**src/slum_pkg.sv**
```systemverilog
`timescale 1ns / 1ps
// Shared definitions for the sorted list union merge block:
// mode and status codes, default sizes, controller/datapath handshake structs.
package slum_pkg;

	// Default sizes
	localparam int DEF_LIST_DEPTH = 32;
	localparam int DEF_VALUE_BITS = 20;

	// Request modes
	localparam logic [1:0] MODE_LOAD_A = 2'd0;
	localparam logic [1:0] MODE_LOAD_B = 2'd1;
	localparam logic [1:0] MODE_MERGE  = 2'd2;

	// Result status codes
	localparam logic [2:0] ST_LOADED    = 3'd0;
	localparam logic [2:0] ST_ORDER_ERR = 3'd1;
	localparam logic [2:0] ST_FULL_ERR  = 3'd2;
	localparam logic [2:0] ST_ELEM      = 3'd3;
	localparam logic [2:0] ST_EMPTY     = 3'd4;

	// Commands from controller to datapath
	typedef struct packed {
		logic load;     // append the request value to a list
		logic sel_b;    // list B when set, list A otherwise
		logic advance;  // consume the smaller list head
		logic finish;   // emit the final result and clear both lists
	} cmd_t;

	// Status from datapath to controller
	typedef struct packed {
		logic can_push;  // output register is free or being drained
		logic done;      // both list heads exhausted
		logic distinct;  // current head differs from the pending value
		logic have;      // a pending value is held
	} sts_t;

endpackage

```
**src/sorted_list_union_merge_top.sv**
```systemverilog
`timescale 1ns / 1ps
// Top level of the sorted list union merge block.
// Depends on slum_pkg, slum_ctrl, slum_dp (and slum_ram through slum_dp).
//
// Channel  | Direction | Handshake          | Payload
// ---------+-----------+--------------------+--------------------------
// in       | input     | in_valid/in_stall  | mode, value
// out      | output    | out_valid/out_stall| value_res, status, last
//
// A load request gives one acknowledge; loads can be taken every cycle while the output
// register can take it. A merge run reads each list element from the list RAMs in turn,
// then emits the final result; out_stall on the output register makes it run longer.
// Each list RAM has one read port, so the merge consumes one list element per cycle
// unless stalled. No request is taken during a merge run. Reset empties both lists at once.
module sorted_list_union_merge_top #(
	parameter int LIST_DEPTH = slum_pkg::DEF_LIST_DEPTH,
	parameter int VALUE_BITS = slum_pkg::DEF_VALUE_BITS
) (
	input  logic                  clk,
	input  logic                  arst_n,
	input  logic                  in_valid,
	output logic                  in_stall,
	input  logic [1:0]            mode,
	input  logic [VALUE_BITS-1:0] value,
	output logic                  out_valid,
	input  logic                  out_stall,
	output logic [VALUE_BITS-1:0] value_res,
	output logic [2:0]            status,
	output logic                  last
);
	import slum_pkg::*;

	cmd_t cmd;
	sts_t sts;

	slum_ctrl u_ctrl (
		.clk      (clk),
		.arst_n   (arst_n),
		.in_valid (in_valid),
		.in_stall (in_stall),
		.mode     (mode),
		.sts      (sts),
		.cmd      (cmd)
	);

	slum_dp #(.LIST_DEPTH(LIST_DEPTH), .VALUE_BITS(VALUE_BITS)) u_dp (
		.clk       (clk),
		.arst_n    (arst_n),
		.value     (value),
		.cmd       (cmd),
		.sts       (sts),
		.out_valid (out_valid),
		.out_stall (out_stall),
		.value_res (value_res),
		.status    (status),
		.last      (last)
	);

endmodule

```
**src/slum_ram.sv**
```systemverilog
`timescale 1ns / 1ps
// Generic single-write, single-read RAM with registered read data.
// No dependencies.
module slum_ram #(
	parameter int WIDTH = 20,
	parameter int DEPTH = 32
) (
	input  logic                                   clk,
	input  logic                                   we,
	input  logic [((DEPTH > 1) ? $clog2(DEPTH) : 1)-1:0] waddr,
	input  logic [WIDTH-1:0]                       wdata,
	input  logic [((DEPTH > 1) ? $clog2(DEPTH) : 1)-1:0] raddr,
	output logic [WIDTH-1:0]                       rdata
);

	logic [WIDTH-1:0] mem_q [DEPTH];

	// Write port
	always_ff @(posedge clk) begin
		if (we) begin
			mem_q[waddr] <= wdata;
		end
	end

	// Registered read port
	always_ff @(posedge clk) begin
		rdata <= mem_q[raddr];
	end

endmodule

```
**src/slum_ctrl.sv**
```systemverilog
`timescale 1ns / 1ps
// Controller for the sorted list union merge: request intake and merge run sequencing.
// Depends on slum_pkg.
module slum_ctrl (
	input  logic              clk,
	input  logic              arst_n,
	input  logic              in_valid,
	output logic              in_stall,
	input  logic [1:0]        mode,
	input  slum_pkg::sts_t    sts,
	output slum_pkg::cmd_t    cmd
);
	import slum_pkg::*;

	typedef enum logic {S_IDLE, S_MERGE} state_t;

	state_t state_q;
	logic   accept;
	logic   start;

	// Take requests only while idle and the output register can take the acknowledge
	assign in_stall = (state_q != S_IDLE) || !sts.can_push;
	assign accept   = in_valid && !in_stall;
	assign start    = accept && (mode == MODE_MERGE);

	// Decode commands
	always_comb begin
		cmd = '0;
		case (state_q)
			S_IDLE: begin
				cmd.load  = accept && (mode == MODE_LOAD_A || mode == MODE_LOAD_B);
				cmd.sel_b = (mode == MODE_LOAD_B);
			end
			S_MERGE: begin
				cmd.advance = !sts.done && (!(sts.distinct && sts.have) || sts.can_push);
				cmd.finish  = sts.done && sts.can_push;
			end
			default: begin
				cmd = '0;
			end
		endcase
	end

	// Hold state
	always_ff @(posedge clk or negedge arst_n) begin
		if (!arst_n) begin
			state_q <= S_IDLE;
		end else begin
			case (state_q)
				S_IDLE: begin
					if (start) state_q <= S_MERGE;
				end
				S_MERGE: begin
					if (cmd.finish) state_q <= S_IDLE;
				end
				default: begin
					state_q <= S_IDLE;
				end
			endcase
		end
	end

	// No request is taken during a merge run
	a_no_accept_merge: assert property (@(posedge clk) disable iff (!arst_n)
		(state_q == S_MERGE) |-> in_stall)
		else $error("request accepted during merge run");

	// A merge run never issues load commands
	a_no_load_merge: assert property (@(posedge clk) disable iff (!arst_n)
		(state_q == S_MERGE) |-> !cmd.load)
		else $error("load command during merge run");

endmodule

```
**src/slum_dp.sv**
```systemverilog
`timescale 1ns / 1ps
// Datapath for the sorted list union merge: list RAMs, counts, merge pointers,
// pending value and output register. Depends on slum_pkg and slum_ram.
module slum_dp #(
	parameter int LIST_DEPTH = slum_pkg::DEF_LIST_DEPTH,
	parameter int VALUE_BITS = slum_pkg::DEF_VALUE_BITS
) (
	input  logic                  clk,
	input  logic                  arst_n,
	input  logic [VALUE_BITS-1:0] value,
	input  slum_pkg::cmd_t        cmd,
	output slum_pkg::sts_t        sts,
	output logic                  out_valid,
	input  logic                  out_stall,
	output logic [VALUE_BITS-1:0] value_res,
	output logic [2:0]            status,
	output logic                  last
);
	import slum_pkg::*;

	localparam int AW = (LIST_DEPTH > 1) ? $clog2(LIST_DEPTH) : 1;
	localparam int CW = $clog2(LIST_DEPTH + 1);
	localparam logic [CW-1:0] FULL_CNT = CW'(LIST_DEPTH);

	logic [CW-1:0]         cnt_a_q, cnt_b_q, ptr_a_q, ptr_b_q;
	logic [CW-1:0]         ptr_a_d, ptr_b_d, cnt_sel;
	logic [VALUE_BITS-1:0] last_a_q, last_b_q, last_sel;
	logic [VALUE_BITS-1:0] prev_q, rd_a, rd_b, head;
	logic                  have_q;
	logic                  out_valid_q, last_q;
	logic [VALUE_BITS-1:0] value_res_q;
	logic [2:0]            status_q;
	logic                  a_done, b_done, take_a, distinct;
	logic                  is_full, is_order, load_ok, we_a, we_b;
	logic                  push, can_push;
	logic [2:0]            load_st;

	// Check an append against the selected list
	assign cnt_sel  = cmd.sel_b ? cnt_b_q : cnt_a_q;
	assign last_sel = cmd.sel_b ? last_b_q : last_a_q;
	assign is_full  = (cnt_sel >= FULL_CNT);
	assign is_order = (cnt_sel != '0) && (value < last_sel);
	assign load_ok  = !is_full && !is_order;
	assign load_st  = is_full ? ST_FULL_ERR : (is_order ? ST_ORDER_ERR : ST_LOADED);
	assign we_a     = cmd.load && load_ok && !cmd.sel_b;
	assign we_b     = cmd.load && load_ok && cmd.sel_b;

	// Pick the smaller head; A wins ties
	assign a_done   = (ptr_a_q >= cnt_a_q);
	assign b_done   = (ptr_b_q >= cnt_b_q);
	assign take_a   = b_done || (!a_done && (rd_a <= rd_b));
	assign head     = take_a ? rd_a : rd_b;
	assign distinct = !have_q || (head != prev_q);

	// Advance pointers; read address follows the next pointer so data lines up
	always_comb begin
		ptr_a_d = ptr_a_q;
		ptr_b_d = ptr_b_q;
		if (cmd.finish) begin
			ptr_a_d = '0;
			ptr_b_d = '0;
		end else if (cmd.advance) begin
			if (take_a) ptr_a_d = ptr_a_q + 1'b1;
			else        ptr_b_d = ptr_b_q + 1'b1;
		end
	end

	slum_ram #(.WIDTH(VALUE_BITS), .DEPTH(LIST_DEPTH)) u_ram_a (
		.clk   (clk),
		.we    (we_a),
		.waddr (cnt_a_q[AW-1:0]),
		.wdata (value),
		.raddr (ptr_a_d[AW-1:0]),
		.rdata (rd_a)
	);

	slum_ram #(.WIDTH(VALUE_BITS), .DEPTH(LIST_DEPTH)) u_ram_b (
		.clk   (clk),
		.we    (we_b),
		.waddr (cnt_b_q[AW-1:0]),
		.wdata (value),
		.raddr (ptr_b_d[AW-1:0]),
		.rdata (rd_b)
	);

	// Status to the controller
	assign can_push     = !out_valid_q || !out_stall;
	assign sts.can_push = can_push;
	assign sts.done     = a_done && b_done;
	assign sts.distinct = distinct;
	assign sts.have     = have_q;

	assign push = cmd.load || cmd.finish || (cmd.advance && distinct && have_q);

	// Hold counts, pointers and the pending value
	always_ff @(posedge clk or negedge arst_n) begin
		if (!arst_n) begin
			cnt_a_q <= '0;
			cnt_b_q <= '0;
			ptr_a_q <= '0;
			ptr_b_q <= '0;
			have_q  <= 1'b0;
		end else begin
			ptr_a_q <= ptr_a_d;
			ptr_b_q <= ptr_b_d;
			if (cmd.finish) begin
				cnt_a_q <= '0;
				cnt_b_q <= '0;
				have_q  <= 1'b0;
			end else begin
				if (we_a) cnt_a_q <= cnt_a_q + 1'b1;
				if (we_b) cnt_b_q <= cnt_b_q + 1'b1;
				if (cmd.advance && distinct) have_q <= 1'b1;
			end
		end
	end

	// Track last element of each list and the pending union value
	always_ff @(posedge clk) begin
		if (we_a) last_a_q <= value;
		if (we_b) last_b_q <= value;
		if (cmd.advance && distinct) prev_q <= head;
	end

	// Output register control
	always_ff @(posedge clk or negedge arst_n) begin
		if (!arst_n) begin
			out_valid_q <= 1'b0;
		end else if (push) begin
			out_valid_q <= 1'b1;
		end else if (!out_stall) begin
			out_valid_q <= 1'b0;
		end
	end

	// Output register payload
	always_ff @(posedge clk) begin
		if (push) begin
			if (cmd.load) begin
				value_res_q <= '0;
				status_q    <= load_st;
				last_q      <= 1'b1;
			end else if (cmd.finish) begin
				value_res_q <= have_q ? prev_q : '0;
				status_q    <= have_q ? ST_ELEM : ST_EMPTY;
				last_q      <= 1'b1;
			end else begin
				value_res_q <= prev_q;
				status_q    <= ST_ELEM;
				last_q      <= 1'b0;
			end
		end
	end

	assign out_valid = out_valid_q;
	assign value_res = value_res_q;
	assign status    = status_q;
	assign last      = last_q;

	// Counts never pass the list depth
	a_cnt_range: assert property (@(posedge clk) disable iff (!arst_n)
		(cnt_a_q <= FULL_CNT) && (cnt_b_q <= FULL_CNT))
		else $error("list count beyond depth");

	// Merge pointers never run past the counts
	a_ptr_range: assert property (@(posedge clk) disable iff (!arst_n)
		(ptr_a_q <= cnt_a_q) && (ptr_b_q <= cnt_b_q))
		else $error("merge pointer beyond list count");

	// A finished run leaves both lists empty
	a_finish_clear: assert property (@(posedge clk) disable iff (!arst_n)
		cmd.finish |=> (cnt_a_q == '0) && (cnt_b_q == '0) && !have_q)
		else $error("lists not cleared after merge run");

	// Never overwrite a result that is still waiting
	a_no_overrun: assert property (@(posedge clk) disable iff (!arst_n)
		push |-> can_push)
		else $error("output register overrun");

endmodule

```
**config.mk**
```make
export PLATFORM = sky130hd
export DESIGN_NAME = sorted_list_union_merge_top
export DESIGN_NICKNAME = d
export VERILOG_FILES = /design/src/slum_pkg.sv /design/src/sorted_list_union_merge_top.sv /design/src/slum_ram.sv /design/src/slum_ctrl.sv /design/src/slum_dp.sv
export SDC_FILE = /design/constraint.sdc
export NUM_CORES = 2
export LEC_CHECK = 0
export ABC_AREA = 0
export BUFFER_PORTS_ARGS = -buffer_cell sky130_fd_sc_hd__buf_4
export CAP_MARGIN = 10
export CORE_ASPECT_RATIO = 0.6
export CORE_MARGIN = 1.5
export CORE_UTILIZATION = 25
export CTS_CLUSTER_SIZE = 12
export DETAILED_ROUTE_END_ITERATION = 6
export PLACE_DENSITY = 0.48
export SETUP_SLACK_MARGIN = 0.2
export SLEW_MARGIN = 25
export SYNTH_ARGS = -nofsm -noshare
export SYNTH_HDL_FRONTEND = slang
export SYNTH_SLANG_ARGS = --single-unit
```
**constraint.sdc**
```tcl
create_clock -name clk -period 8.5 [get_ports clk]
set_input_delay 2.55 -clock clk [delete_from_list [all_inputs] [get_ports clk]]
set_output_delay 2.55 -clock clk [all_outputs]
set_load 0.01 [all_outputs]
```
# After elaboration in Yosys (flattened, before gate mapping)
# Memory sizes are Yosys's and may differ from the RTL's. A register that Yosys moved wholly into a read port is not among the register bits.
# Index checks and enable logic that the tools add are counted.
word_totals:
  reg_bits: 111
  ramBits: 1280
  n_memories: 2
classes:
  n_addsub: 4
  order_cmp: 5
  n_eq_ne: 5
  n_mux: 34
  bitwise_logic: 1
  reduce_logical: 43
memory_table:
  columns: ["memory", "words", "word_bits", "read_ports", "rd_ports_with_merged_regs", "write_ports", "line", "rtl"]
  rows:
  - ["u_dp.u_ram_a.mem_q", 32, 20, 1, 1, 1, "slum_ram.sv:16", "logic [WIDTH-1:0] mem_q [DEPTH];"]
  - ["u_dp.u_ram_b.mem_q", 32, 20, 1, 1, 1, "slum_ram.sv:16", null]
ops:
  columns: ["op", "count"]
  rows:
  - ["$mux 20", 4]
  - ["$mux 6", 11]
  - ["$add 6x1->6 const B", 4]
  - ["$le 20x20->1", 1]
  - ["$lt 20x20->1", 1]
  - ["$ne 20x20->1", 1]
  - ["$logic_and 1x1->1", 15]
  - ["$ge 6x6->1", 2]
  - ["$mux 1", 12]
  - ["$mux 3", 4]
  - ["$logic_not 1->1", 11]
  - ["$reduce_bool 2->1", 5]
  - ["$logic_or 1x1->1", 8]
  - ["$ge 6x6->1 const B", 1]
  - ["$reduce_bool 6->1", 1]
  - ["$mux 2", 2]
  - ["$ne 2x1->1 const B", 2]
  - ["$reduce_and 2->1", 2]
  - ["$eq 2x1->1 const B", 1]
  - ["$eq 2x2->1 const B", 1]
  - ["$logic_not 2->1", 1]
  - ["$pmux 1 s2", 1]
  - ["$not 1->1", 1]

# Logic depth before layout (Yosys ltp)
logic_depth:
  ltp_word: 17
  depth_mapped: 21

# Modules after synthesis
# From an unflattened synthesis, not the netlist that was laid out.
unflattened:
  hier_cells: 3385
  hier_area_um2: 57393.8
by_module_without_submodules:
  columns: ["module", "n_inst", "cells_per_inst", "area_each_um2"]
  rows:
  - ["slum_ram", 2, 1414, 25553.3]
  - ["slum_dp", 1, 547, 6189.7]
  - ["slum_ctrl", 1, 10, 97.6]

# Worst setup path after synthesis
# No wires, ideal clock.
synth_path:
  path_kind: "input-to-reg"
  from: "input port mode[1]"
  to: "memory u_dp.u_ram_b.mem_q[12][0] (enable)"
  setup_time_ns: 0.422
  arrival_ns: 7.770
  required_time_ns: 8.078
  setup_slack_ns: 0.308
  stages: 15
  path_buffers: 3
  cell_sequence: "nor3b_2 clkbuf_1 clkbuf_1 mux2i_1 ha_1 nand4_1 nor2_1 a221o_1 a21o_1 a2111oi_0 o21ai_0 and2_1 clkbuf_1 nand2_1 nor3_1"
synth_between:
  elab_chain_len: 11
  elab_cells_between_ends: 18
  classes_between: "2 x order compare; 1 x eq/ne; 5 x mux; 10 x reduce/logical"
synth_rtl:
  columns: ["element", "line", "rtl"]
  rows:
  - ["from (decl)", "sorted_list_union_merge_top.sv:23", "input logic [1:0] mode,"]
  - ["$eq 2x1->1", "slum_ctrl.sv:31, slum_ctrl.sv:32", null]
  - ["$mux 2 (*)", "slum_ctrl.sv:29", "case (state_q)"]
  - ["$mux 20 or $mux 6 (tied branches)", "slum_dp.sv:40, slum_dp.sv:39", null]
  - ["$lt 20x20->1 or $reduce_bool 6->1 (tied branches)", "slum_dp.sv:42", "assign is_order = (cnt_sel != '0) && (value < last_sel);"]
  - ["$logic_and 1x1->1", "slum_dp.sv:42", null]
  - ["$logic_not 1->1", "slum_dp.sv:43", "assign load_ok = !is_full && !is_order;"]
  - ["$logic_and 1x1->1", "slum_dp.sv:43", null]
  - ["$logic_and 1x1->1", "slum_dp.sv:46", "assign we_b = cmd.load && load_ok && cmd.sel_b;"]
  - ["$logic_and 1x1->1 (*)", "slum_dp.sv:46", null]
  - ["via u_dp.u_ram_b.we", "slum_ram.sv:9", "input logic we,"]
  - ["$mux 1 (*)", "slum_ram.sv:20", "if (we) begin"]
  - ["$mux 1 (not written as such) (*)", "slum_ram.sv:21", "mem_q[waddr] <= wdata;"]
  - ["to (decl)", "slum_ram.sv:16", null]
# The timed path passes the listed nets; every way through them passes the cells marked *.

# Worst setup path after layout
layout_path:
  from: "register u_dp.cnt_a_q[4]"
  to: "register u_dp.u_ram_b.rdata[19] (read register of u_dp.u_ram_b.mem_q)"
layout_between:
  elab_chain_len: 14
  elab_cells_between_ends: 18
  classes_between: "1 x order compare; 1 x eq/ne; 5 x mux; 11 x reduce/logical"
layout_rtl:
  columns: ["element", "line", "rtl"]
  rows:
  - ["from (decl)", "slum_dp.sv:25", "logic [CW-1:0] cnt_a_q, cnt_b_q, ptr_a_q, ptr_b_q;"]
  - ["from (signal assigned)", "slum_dp.sv:111", "if (we_a) cnt_a_q <= cnt_a_q + 1'b1;"]
  - ["$ge 6x6->1 (*)", "slum_dp.sv:49", "assign a_done = (ptr_a_q >= cnt_a_q);"]
  - ["$logic_not 1->1", "slum_dp.sv:51", "assign take_a = b_done || (!a_done && (rd_a <= rd_b));"]
  - ["$logic_and 1x1->1", "slum_dp.sv:51", null]
  - ["$logic_or 1x1->1", "slum_dp.sv:51", null]
  - ["$mux 20", "slum_dp.sv:52", "assign head = take_a ? rd_a : rd_b;"]
  - ["$ne 20x20->1", "slum_dp.sv:53", "assign distinct = !have_q || (head != prev_q);"]
  - ["$logic_or 1x1->1", "slum_dp.sv:53", null]
  - ["$logic_and 1x1->1", "slum_ctrl.sv:35", "cmd.advance = !sts.done && (!(sts.distinct && sts.have) || sts.can_push);"]
  - ["$logic_not 1->1", "slum_ctrl.sv:35", null]
  - ["$logic_or 1x1->1", "slum_ctrl.sv:35", null]
  - ["$logic_and 1x1->1", "slum_ctrl.sv:35", null]
  - ["$mux 2", "slum_ctrl.sv:29", null]
  - ["$mux 6", "slum_dp.sv:62", "end else if (cmd.advance) begin"]
  - ["$mux 6 (*)", "slum_dp.sv:59", "if (cmd.finish) begin"]
  - ["to (decl)", "slum_ram.sv:13", "output logic [WIDTH-1:0] rdata"]
# Mark *: on every way between the ends. The rest lies on a longest branch, timed or not. The select of a mux whose other input is x is not followed.
# A chain may end at the register's enable or synchronous reset.

==> impl_metrics.env <==
export IMPL_die_w_um=617
export IMPL_finalHoldViolations=0
export IMPL_grt_start_max_net_pins=98
export IMPL_rrSetupSlack_ns=1.75
export IMPL_finalSetupViolations=0
export IMPL_cts_root_buffer="clkbuf_16"
export IMPL_synth_nets=3526
export IMPL_firstDrtPassIters=7
export IMPL_via_per_inst=4.93
export IMPL_layout_drive_gt1_share_pct=16.1
export IMPL_wirelength_um=190000
export IMPL_vias=32900
export IMPL_cpMaxStageDelayCell="o21ai_0"
export IMPL_drcViolationCount=0
export IMPL_max_cap_violations=0
export IMPL_r2r_start="u_dp.cnt_a_q[4]$_DFFE_PN0P_"
export IMPL_period_needed_ns=6.75
export IMPL_setup_tns_ns=0
export IMPL_die_area_um2=229000
export IMPL_crit_top_cell="o21ai_1"
export IMPL_crit_required_ns=9.14
export IMPL_synthFlopType="edfxtp_1"
export IMPL_synth_edf_count=1364
export IMPL_wl_per_cell_um=28.6
export IMPL_rsz0062_at_grt="false"
export IMPL_cts_tree="done"
export IMPL_clk_latency_ns=0.80
export IMPL_critPathKind="reg -> reg"
export IMPL_relSlewSlack_pct=10.7
export IMPL_grt_use_total_pct=16.3
export IMPL_stdcell_area_um2=65900
export IMPL_finalNetCount=3686
export IMPL_clock_sinks=1431
export IMPL_antenna_left=0
export IMPL_crit_chain="inv_1 > ha_1 > o21ai_1 > o21bai_1 > a31oi_4 > and4_1 > o31a_1 > o21ai_1 > a41oi_1 > a21o_4 > inv_8 > buf_4 > mux2i_1 > o22ai_1 > o21ai_0 > nand4_1"
export IMPL_placedInstanceArea_um2=61300
export IMPL_cts_inserted_buffers=152
export IMPL_seq_area_frac_synth_pct=75.1
export IMPL_slew_violations=0
export IMPL_dieHeight_um=371
export IMPL_htreeDepth=4
export IMPL_final_common_cell="edfxtp_1"
export IMPL_cts_hold_buf=0
export IMPL_ys_seq_elements=1431
export IMPL_start_util_pct=25.3
export IMPL_boundaryPins=52
export IMPL_cp_endpoint="u_dp.u_ram_b.rdata[19]$_DFF_P_"
export IMPL_cp_depth=16
export IMPL_max_stage_delay_ns=0.72
export IMPL_arrival_ns=7.39
export IMPL_endpoint_kind="flip-flop"
export IMPL_r2r_cells=16
export IMPL_startpoint="u_dp.cnt_a_q[4]$_DFFE_PN0P_"
export IMPL_regToRegEndpoint="u_dp.u_ram_b.rdata[19]$_DFF_P_"
export IMPL_worstPathMaxFanout=97
export IMPL_tightest_slew_ns=1.33
export IMPL_crit_family="compound AO/OA/AOI/OAI gates"
export IMPL_post_route_period_util_pct=79.4
export IMPL_synth_avg_cell_area_um2=16.4
export IMPL_status="complete, no violations"
export IMPL_crit_path_start_kind="flip-flop"
export IMPL_skew_ns=0.0505
export IMPL_synth_area_um2=56500
export IMPL_grt_pass1_vias=30800
export IMPL_globalRouteOverflowTotal=0
export IMPL_cts_max_path_buffers=4
export IMPL_core_um2=223000
export IMPL_grt_pass1_wl_um=260000
export IMPL_post_dp_hpwl_um=127000
export IMPL_hp_class="reg -> reg"
export IMPL_cp_buffers_inverters=3
export IMPL_place_gp_congestion=0.978
export IMPL_rows=134
export IMPL_cts_repair_resize_count=0
export IMPL_drt_first_iter_violations=4455
export IMPL_max_clock_freq_mhz=148
export IMPL_area_delta_synth_final_pct=16.6
export IMPL_ys_types=79
export IMPL_portBuffers=51
export IMPL_ir_worst_vdd_mv=0.397
export IMPL_synthCells=3439
export IMPL_final_cell_mix="1364 x edfxtp_1, 462 x nand2_1, 186 x mux2i_1, 174 x buf_4"
export IMPL_post_cts_repair_setup_buffers=0
export IMPL_synth_warnings=0
export IMPL_powerDensity_nw_per_um2=425
export IMPL_clkTransAtPathRegs_ns=0.06
export IMPL_p_leak_nw=21.3
export IMPL_ys_async_sr_fraction_pct=1.89
export IMPL_antenna_found_initial=8
-- worst min path at each step --
stage / cells past startpoint / to / startpoint / slack, ns
finish: 2 / u_dp.ptr_b_q[5]$_DFFE_PN0P_ / u_dp.ptr_b_q[5]$_DFFE_PN0P_ / 0.58
global route: 2 / u_dp.ptr_b_q[5]$_DFFE_PN0P_ / u_dp.ptr_b_q[5]$_DFFE_PN0P_ / 0.60
CTS: 2 / u_dp.ptr_b_q[5]$_DFFE_PN0P_ / u_dp.ptr_b_q[5]$_DFFE_PN0P_ / 0.58
detailed placement: 2 / u_dp.ptr_a_q[5]$_DFFE_PN0P_ / u_dp.ptr_a_q[5]$_DFFE_PN0P_ / 0.56
global placement: 2 / u_dp.ptr_b_q[5]$_DFFE_PN0P_ / u_dp.ptr_b_q[5]$_DFFE_PN0P_ / 0.55
floorplan: 2 / u_dp.cnt_a_q[5]$_DFFE_PN0P_ / u_dp.cnt_a_q[5]$_DFFE_PN0P_ / 0.51
-- synthesized netlist by cell type, drive strengths merged, types with 40 or more instances --
master,count,area [um2]
dfxtp,40,801
nand3,155,776
mux2i,186,1860
inv,50,188
a32oi,54,473
a22oi,60,450
nand2,463,1740
mux4,117,2640
clkbuf,110,413
nand4,81,507
a21oi,43,226
ha,61,763
edfxtp,1364,41000
nor2,94,353
o21ai,72,368
a31oi,42,278
buf,66,345
-- layout make-up --
class                   count  area, um2
diodes                      2       5.00
clock buffers             207       4080
clock inverters            24        337
fillers                 22100     158000
inverters                  52        205
multi-input cells        1780      13600
flip-flops and latches   1431      42400
well taps                2992       3740
repair buffers            182       1450
-- sequential cells by signal (all words and copies together) (netlist names) --
name	cells
u_dp.out_valid	1
u_dp.cnt_b_q	6
u_ctrl.state_q	1
u_dp.ptr_b_q	6
u_dp.value_res	20
u_dp.u_ram_b.rdata	20
u_dp.prev_q	20
u_dp.last_b_q	20
u_dp.status	3
u_dp.cnt_a_q	6
u_dp.have_q	1
u_dp.ptr_a_q	6
u_dp.last	1
u_dp.u_ram_a.mem_q	640
u_dp.u_ram_a.rdata	20
u_dp.u_ram_b.mem_q	640
u_dp.last_a_q	20
-- per-layer routing --
| layer | routed length, um | GRT usage, % | vias to the layer above |
|---|---|---|---|
| met5 | 13 | 0 | - |
| met4 | 2370 | 2.31 | 2 |
| met3 | 25600 | 7.06 | 194 |
| met2 | 71600 | 20.6 | 1664 |
| met1 | 90900 | 25.3 | 17200 |
| li1 | - | - | 13900 |
-- power by group --
part	switching [mW]	internal [mW]	total, mW
clock network	2.72	3.55	6.27
logic	9.27	4.06	13.3
registers	0.296	8.11	8.41
-- metrics by stage --
step                      total power, mW  utilization (%)  cells  setup WS (ns)  hold WS, ns
after floorplan                      15.8                -   3439          0.308        0.507
after global placement               21.4             27.4   6432          0.957        0.549
after detailed placement             21.4             27.4   6433           1.07        0.555
after CTS                            27.7             29.4   6664           1.86        0.576
after global routing                 29.0             29.5   6669           1.59        0.598
final                                28.0             29.5   6670           1.75        0.577
-- kinds of logic after synthesis --
family	Yosys count	share of synthesized area [%]
flops	1431	75.1
simple gates	895	7.12
compound gates	466	5.88
mux	316	8.22
buf+inv	228	1.69
fa+ha+maj	61	1.35
xor+xnor	42	0.664
-- worst min-delay path: stages, from the launching register on --
cell	delay, ns
dfrtp_1	0.39
o21ai_0	0.08
a21oi_1	0.06
Note: power is estimated with default switching activity, not from simulation.
